### src/design/lpr_pkg.sv
// ----------------------------------------------------------------------------
// LRU replacement list package
// Operation codes, cell control struct and stream field layout.
// ----------------------------------------------------------------------------
`default_nettype none

package lpr_pkg;

    typedef enum logic [1:0] {
        MODE_INSERT = 2'd0,
        MODE_TOUCH  = 2'd1,
        MODE_EVICT  = 2'd2
    } t_mode;

    // per-cell control for one transfer
    typedef struct packed {
        logic upd_insert;   // successful insert this cycle
        logic upd_touch;    // successful touch this cycle
        logic upd_evict;    // successful evict this cycle
        logic in_range;     // cell position below count
        logic is_last;      // cell position equals count - 1
        logic is_append;    // cell position equals count
    } t_cell_ctl;

    localparam int unsigned PAGE_W      = 8;
    localparam int unsigned MODE_W      = 2;
    localparam int unsigned COUNT_W     = 4;
    localparam int unsigned S_TDATA_W   = 16;
    localparam int unsigned M_TDATA_W   = 16;

endpackage

`default_nettype wire

### src/design/lpr_cell.sv
// ----------------------------------------------------------------------------
// LRU list cell
// Holds one list position; compares against the request and takes its
// right neighbour's page on a shift.
// ----------------------------------------------------------------------------
`default_nettype none

module lpr_cell
    import lpr_pkg::*;
#(
    parameter int unsigned PAGE_BITS = 8
) (
    input  wire logic                 i_clk,
    input  wire t_cell_ctl            i_ctl,
    input  wire logic [PAGE_BITS-1:0] i_page,       // request page
    input  wire logic [PAGE_BITS-1:0] i_next_page,  // neighbour towards MRU end
    input  wire logic                 i_found,      // hit seen in an earlier cell
    output logic      [PAGE_BITS-1:0] o_page,
    output logic                      o_found
);

    logic [PAGE_BITS-1:0] r_page;
    logic [PAGE_BITS-1:0] n_page;
    logic                 w_match;

    assign w_match = i_ctl.in_range && (r_page == i_page);
    assign o_found = i_found || w_match;
    assign o_page  = r_page;

    always_comb begin
        n_page = r_page;
        if (i_ctl.upd_insert && i_ctl.is_append) begin
            n_page = i_page;
        end else if (i_ctl.upd_touch) begin
            // at or behind the first hit: close the gap, tail gets the page
            if (i_ctl.is_last) begin
                n_page = i_page;
            end else if (i_ctl.in_range && o_found) begin
                n_page = i_next_page;
            end
        end else if (i_ctl.upd_evict && i_ctl.in_range) begin
            n_page = i_next_page;
        end
    end

    always_ff @(posedge i_clk) begin
        r_page <= n_page;
    end

endmodule

`default_nettype wire

### src/design/lru_page_replacement_queue.sv
// ----------------------------------------------------------------------------
// LRU page replacement list
// Row of compare-and-shift cells, cell 0 least recent, with a registered
// result stage on the output stream.
// ----------------------------------------------------------------------------
//  channel   direction  tdata fields (low bit up)
//  s_axis    in         mode[1:0], page[9:2], zero pad
//  m_axis    out        evicted_page[7:0], evicted_valid[8], error[9],
//                       full_res[10], count[14:11], zero pad
//
//  One transfer per cycle unless the output stalls: the cell row and the
//  output register both update on the accepting edge. The first-hit search
//  ripples through the row of DEPTH cells within the accepting cycle.
//  Input is taken whenever the output register is empty or being drained.
//  Synchronous active-low reset empties the list; slot contents are not
//  cleared.
// ----------------------------------------------------------------------------
`default_nettype none

module lru_page_replacement_queue
    import lpr_pkg::*;
#(
    parameter int unsigned DEPTH     = 8,
    parameter int unsigned PAGE_BITS = 8
) (
    input  wire logic                 i_clk,
    input  wire logic                 i_rst_n,
    input  wire logic                 i_s_axis_tvalid,
    output logic                      o_s_axis_tready,
    input  wire logic [S_TDATA_W-1:0] i_s_axis_tdata,  // mode, page
    output logic                      o_m_axis_tvalid,
    input  wire logic                 i_m_axis_tready,
    output logic      [M_TDATA_W-1:0] o_m_axis_tdata   // page, valid, error, full, count
);

    localparam int unsigned CNT_W = $clog2(DEPTH + 1);

    logic [CNT_W-1:0]     r_count;
    logic [CNT_W-1:0]     n_count;
    logic                 r_m_valid;
    logic [M_TDATA_W-1:0] r_m_data;
    logic [M_TDATA_W-1:0] n_m_data;

    logic                 w_accept;
    logic [MODE_W-1:0]    w_mode;
    logic [PAGE_W-1:0]    w_page_in;
    logic [PAGE_BITS-1:0] w_page;
    logic                 w_ins_ok;
    logic                 w_touch_ok;
    logic                 w_evict_ok;
    logic                 w_error;
    logic [PAGE_W-1:0]    w_evicted;
    logic [COUNT_W-1:0]   w_count_out;

    logic [PAGE_BITS-1:0] w_cell_page [DEPTH];
    logic [PAGE_BITS-1:0] w_next_page [DEPTH];
    logic [DEPTH:0]       w_found;
    t_cell_ctl            w_ctl       [DEPTH];

    assign o_s_axis_tready = !r_m_valid || i_m_axis_tready;
    assign w_accept        = i_s_axis_tvalid && o_s_axis_tready;

    assign w_mode    = i_s_axis_tdata[MODE_W-1:0];
    assign w_page_in = i_s_axis_tdata[MODE_W +: PAGE_W];
    assign w_page    = PAGE_BITS'(32'(w_page_in));

    // success per operation; a failed request leaves the list alone
    always_comb begin
        w_ins_ok   = 1'b0;
        w_touch_ok = 1'b0;
        w_evict_ok = 1'b0;
        unique case (t_mode'(w_mode))
            MODE_INSERT: w_ins_ok   = (r_count < CNT_W'(DEPTH));
            MODE_TOUCH:  w_touch_ok = w_found[DEPTH];
            MODE_EVICT:  w_evict_ok = (r_count != '0);
            default: ;
        endcase
    end

    assign w_error = !(w_ins_ok || w_touch_ok || w_evict_ok);

    assign w_found[0] = 1'b0;

    genvar g;
    generate
        for (g = 0; g < DEPTH; g++) begin : g_cell
            if (g == DEPTH - 1) begin : g_end
                assign w_next_page[g] = '0;
            end else begin : g_mid
                assign w_next_page[g] = w_cell_page[g+1];
            end

            always_comb begin
                w_ctl[g].upd_insert = w_accept && w_ins_ok;
                w_ctl[g].upd_touch  = w_accept && w_touch_ok;
                w_ctl[g].upd_evict  = w_accept && w_evict_ok;
                w_ctl[g].in_range   = (CNT_W'(g) < r_count);
                w_ctl[g].is_last    = (CNT_W'(g + 1) == r_count);
                w_ctl[g].is_append  = (CNT_W'(g) == r_count);
            end

            lpr_cell #(
                .PAGE_BITS (PAGE_BITS)
            ) u_cell (
                .i_clk       (i_clk),
                .i_ctl       (w_ctl[g]),
                .i_page      (w_page),
                .i_next_page (w_next_page[g]),
                .i_found     (w_found[g]),
                .o_page      (w_cell_page[g]),
                .o_found     (w_found[g+1])
            );
        end
    endgenerate

    always_comb begin
        n_count = r_count;
        if (w_ins_ok) begin
            n_count = r_count + CNT_W'(1);
        end else if (w_evict_ok) begin
            n_count = r_count - CNT_W'(1);
        end
    end

    assign w_evicted   = w_evict_ok ? PAGE_W'(32'(w_cell_page[0])) : '0;
    assign w_count_out = COUNT_W'(32'(n_count));

    always_comb begin
        n_m_data       = '0;
        n_m_data[7:0]  = w_evicted;
        n_m_data[8]    = w_evict_ok;
        n_m_data[9]    = w_error;
        n_m_data[10]   = (n_count == CNT_W'(DEPTH));
        n_m_data[14:11] = w_count_out;
    end

    always_ff @(posedge i_clk) begin
        if (!i_rst_n) begin
            r_count   <= '0;
            r_m_valid <= 1'b0;
        end else begin
            if (w_accept) begin
                r_count   <= n_count;
                r_m_valid <= 1'b1;
            end else if (i_m_axis_tready) begin
                r_m_valid <= 1'b0;
            end
        end
    end

    always_ff @(posedge i_clk) begin
        if (w_accept) begin
            r_m_data <= n_m_data;
        end
    end

    assign o_m_axis_tvalid = r_m_valid;
    assign o_m_axis_tdata  = r_m_data;

endmodule

`default_nettype wire

### config.mk
export PLATFORM = sky130hd
export DESIGN_NAME = lru_page_replacement_queue
export DESIGN_NICKNAME = d
export VERILOG_FILES = /design/src/design/lpr_pkg.sv /design/src/design/lpr_cell.sv /design/src/design/lru_page_replacement_queue.sv
export SDC_FILE = /design/constraint.sdc
export NUM_CORES = 1
export LEC_CHECK = 0
export BUFFER_PORTS_ARGS = -buffer_cell sky130_fd_sc_hd__buf_2
export CORE_MARGIN = 2
export CORE_UTILIZATION = 60
export DETAILED_ROUTE_END_ITERATION = 6
export PLACE_DENSITY_LB_ADDON = 0.1
export SLEW_MARGIN = 30
export SYNTH_ARGS = -nofsm -noshare
export SYNTH_HDL_FRONTEND = slang
export SYNTH_SLANG_ARGS = --single-unit
### constraint.sdc
create_clock -name i_clk -period 3.75 [get_ports i_clk]
set_input_delay 0.1875 -clock i_clk [delete_from_list [all_inputs] [get_ports i_clk]]
set_output_delay 0.1875 -clock i_clk [all_outputs]
set_load 0.05 [all_outputs]
==> metrics <==
status=finished, final reports clean; fraction of layout cells with a size suffix above 1=0.296; Antenna Violating Nets Remaining=0; Die Wd=94.4 um; number of flops mapped to enable cells by yosys=79; first-pass GRT wire length=15200 um; CP max stage cell=dfxtp_1; via count=2910; Core Box Area=7810 um2; initial DRC count=156; Crit. End Element=flip-flop; Placer Congestion=0.894; Detailed Route WL=9410 um; Vias/cell=5.73; CP startpoint kind=flip-flop; post-route clock period utilization=0.854; sequential share of power=0.552; Detailed Place HPWL=6780 um; clock sinks=84; Cells after Synth=377; maximum clock rate=0.312 GHz; IR Drop Worst-Case VDD=0.196 mV; Synth async-reset ratio=0; chip height=94.4 um; DRC errors left=0; Clock transition at path regs=0.09 ns; Avg Cell Area, Syn=13.0 um2; critical path class=reg2reg; Starting Density=0.628; IO Pins=38; iteration count of the initial detailed-routing pass=4; most common cell after layout, fill and taps aside=edfxtp_1; postcts setup bufs=0; Max Cap Violations=0; non-filler cells, final=508; CTS buffer count=9; fillers=596; max_slew headroom=0.494; most frequent cells in the layout=edfxtp_1 (79), xnor2_1 (36), mux2_2 (32); Comb pwr share=0.123; post-synth cell types=52; R2R cell count=8; Power Dens Cells=363 nW/um2; Cell Int Power=1.42 mW; area of the multi-input gates=2230 um2; initial antenna violation count=0; Mapped Nets=402; skew final=0.0105 ns; WL per Instance=18.5 um; TritonCTS clock tree=yes; placed insts=492; final setup fails=0; placement row count=32; H-Tree Depth=3; Worst Path Required=3.79 ns; FF+latch count, synth=84; Primary FF master, synth=edfxtp_1; reg2reg setup slack=0.55 ns; unrepaired setup endpoints after global routing=false; global route overflow=0; final count of pins violating max slew=0; crit path time final=3.20 ns; Post-CTS Hold Fix Bufs=0; Hold Path Depth=3; CP max FO=13; Root Driver=clkbuf_8; Tightest Hold Check Type=in2reg; GRT Util Overall=0.229; crit path DAT=3.24 ns; hold path start=i_s_axis_tvalid; Power Total=1.91 mW; largest net degree at the start of global routing=17; DIE AREA=8910 um2; final count of hold timing violations=0; Sw Ratio=0.256; biggest cell delay along the critical path=0.64 ns; Pleak=1.90 nW; setup_tns=0 ns; switching pwr=0.489 mW; Area Growth Syn to Fin=7.28%; Post-Syn Area=4900 um2; final setup margin=0.547 ns; Clk pwr share=0.326; pre-CTS WS=0.543 ns; post-CTS sizing=0; Longest Clk Path Bufs=2; worst r2r src=r_count[2]$_SDFFE_PN0P_; sequential share of the synthesized area=0.504; Port Buf Inserts=30; r2r endpoint=g_cell[3].u_cell.o_page[3]$_DFFE_PP_; WHS=0.102 ns; clk_lat worst skew=0.35 ns; Yosys Warn Count=0; worst slew pin tran=0.758 ns; number of global-route vias before repair=2982; Ant. Diodes=0; Hold Path Sink=o_m_axis_tvalid$_SDFFE_PN0P_; CP Cell Sequence=nor2b_1 -> o211ai_1 -> nor4_1 -> a41o_1 -> a311oi_2 -> a21oi_4 -> a31o_1 -> a21o_1; Reg area=2470 um2; final net count=426
-- layout make-up --
type                            count  area share
Clock buffer                        9      0.0236
Clock inverter                      7      0.0129
Inverter                            7     0.00500
Multi-Input combinational cell    261       0.424
Sequential cell                    84       0.470
Tap cell                          102      0.0243
Timing Repair Buffer               38      0.0400
-- per-stage QoR --
step,util,area (um2)
floorplan,-,4900
global placement,0.649,5070
detailed placement,0.649,5070
CTS,0.673,5260
global route,0.673,5260
finish,0.673,5260
-- routing by layer --
layer | track usage | routed length [um] | vias up
met2 | 0.410 | 5060 | 50
met4 | 0.105 | 176 | 0
met3 | 0.0383 | 258 | 17
li1 | - | - | 1418
met1 | 0.270 | 3910 | 1425
met5 | 0 | 0 | -
-- power by group through the flow --
stage	Clock [mW]	Sequential (mW)	Combinational (mW)
after global routing	0.675	1.06	0.254
after global placement	0	1.07	0.230
after floorplan	0	1.12	0.139
after detailed placement	0	1.07	0.234
after CTS	0.639	1.05	0.235
final	0.621	1.05	0.234
-- Yosys cell counts (2+ instances only) --
master | n | area share
edfxtp_1 | 79 | 0.48
and2_1 | 16 | 0.020
ha_1 | 5 | 0.013
or3_1 | 6 | 0.0077
and3_1 | 5 | 0.0064
a21o_1 | 2 | 0.0031
nand3_1 | 4 | 0.0041
xor2_1 | 30 | 0.054
o21bai_1 | 2 | 0.0031
mux2_4 | 24 | 0.074
a21oi_1 | 7 | 0.0071
nor4_2 | 2 | 0.0051
a21boi_0 | 5 | 0.0077
buf_4 | 10 | 0.015
dfxtp_1 | 5 | 0.020
a31o_1 | 3 | 0.0054
clkbuf_1 | 2 | 0.0015
or2_2 | 2 | 0.0026
buf_6 | 4 | 0.0092
nor2_1 | 12 | 0.0092
o22ai_1 | 3 | 0.0038
nor3_1 | 4 | 0.0041
mux2_2 | 32 | 0.074
nand4_1 | 6 | 0.0077
nand2_1 | 15 | 0.011
o211ai_1 | 2 | 0.0031
o21ai_0 | 5 | 0.0051
a31oi_1 | 2 | 0.0026
nor2b_1 | 3 | 0.0038
inv_1 | 6 | 0.0046
buf_2 | 9 | 0.0092
xnor2_1 | 36 | 0.064
a21oi_4 | 2 | 0.0066
nor4_1 | 9 | 0.011
-- critical path: cells and delay by family, from the launching register on --
family | cells | cell delay (ns)
AO/OA/AOI/OAI | 6 | 1.67
flip-flops | 1 | 0.64
AND/OR/NAND/NOR | 2 | 0.58
-- flip-flops by register name, summed over array words and instances, names as in the netlist --
name                  count
r_count                   4
o_m_axis_tvalid           1
o_m_axis_tdata           15
g_cell.u_cell.o_page     64
-- logic make-up (layout without fill, tap and decap cells) --
logic type	after synthesis	after routing	synth area share
compound gates	44	44	0.0740
simple gates	89	89	0.102
fa+ha+maj	5	5	0.0128
other cells	1	1	0.000765
buf+inv	32	61	0.0406
xor+xnor	66	66	0.118
mux	56	56	0.147
flops	84	84	0.504
-- how the worst max path moves through the flow --
stage                                             from                                   end  cells past startpoint
after global routing           r_count[2]$_SDFFE_PN0P_  g_cell[3].u_cell.o_page[1]$_DFFE_PP_                      7
after floorplan           o_m_axis_tvalid$_SDFFE_PN0P_  g_cell[0].u_cell.o_page[0]$_DFFE_PP_                      7
after global placement         r_count[2]$_SDFFE_PN0P_  g_cell[3].u_cell.o_page[1]$_DFFE_PP_                      8
after detailed placement             i_s_axis_tdata[6]  g_cell[3].u_cell.o_page[3]$_DFFE_PP_                      9
final                          r_count[2]$_SDFFE_PN0P_  g_cell[3].u_cell.o_page[3]$_DFFE_PP_                      8
after CTS                      r_count[2]$_SDFFE_PN0P_  g_cell[3].u_cell.o_page[7]$_DFFE_PP_                      8
Note: power is estimated with default switching activity, not from simulation.
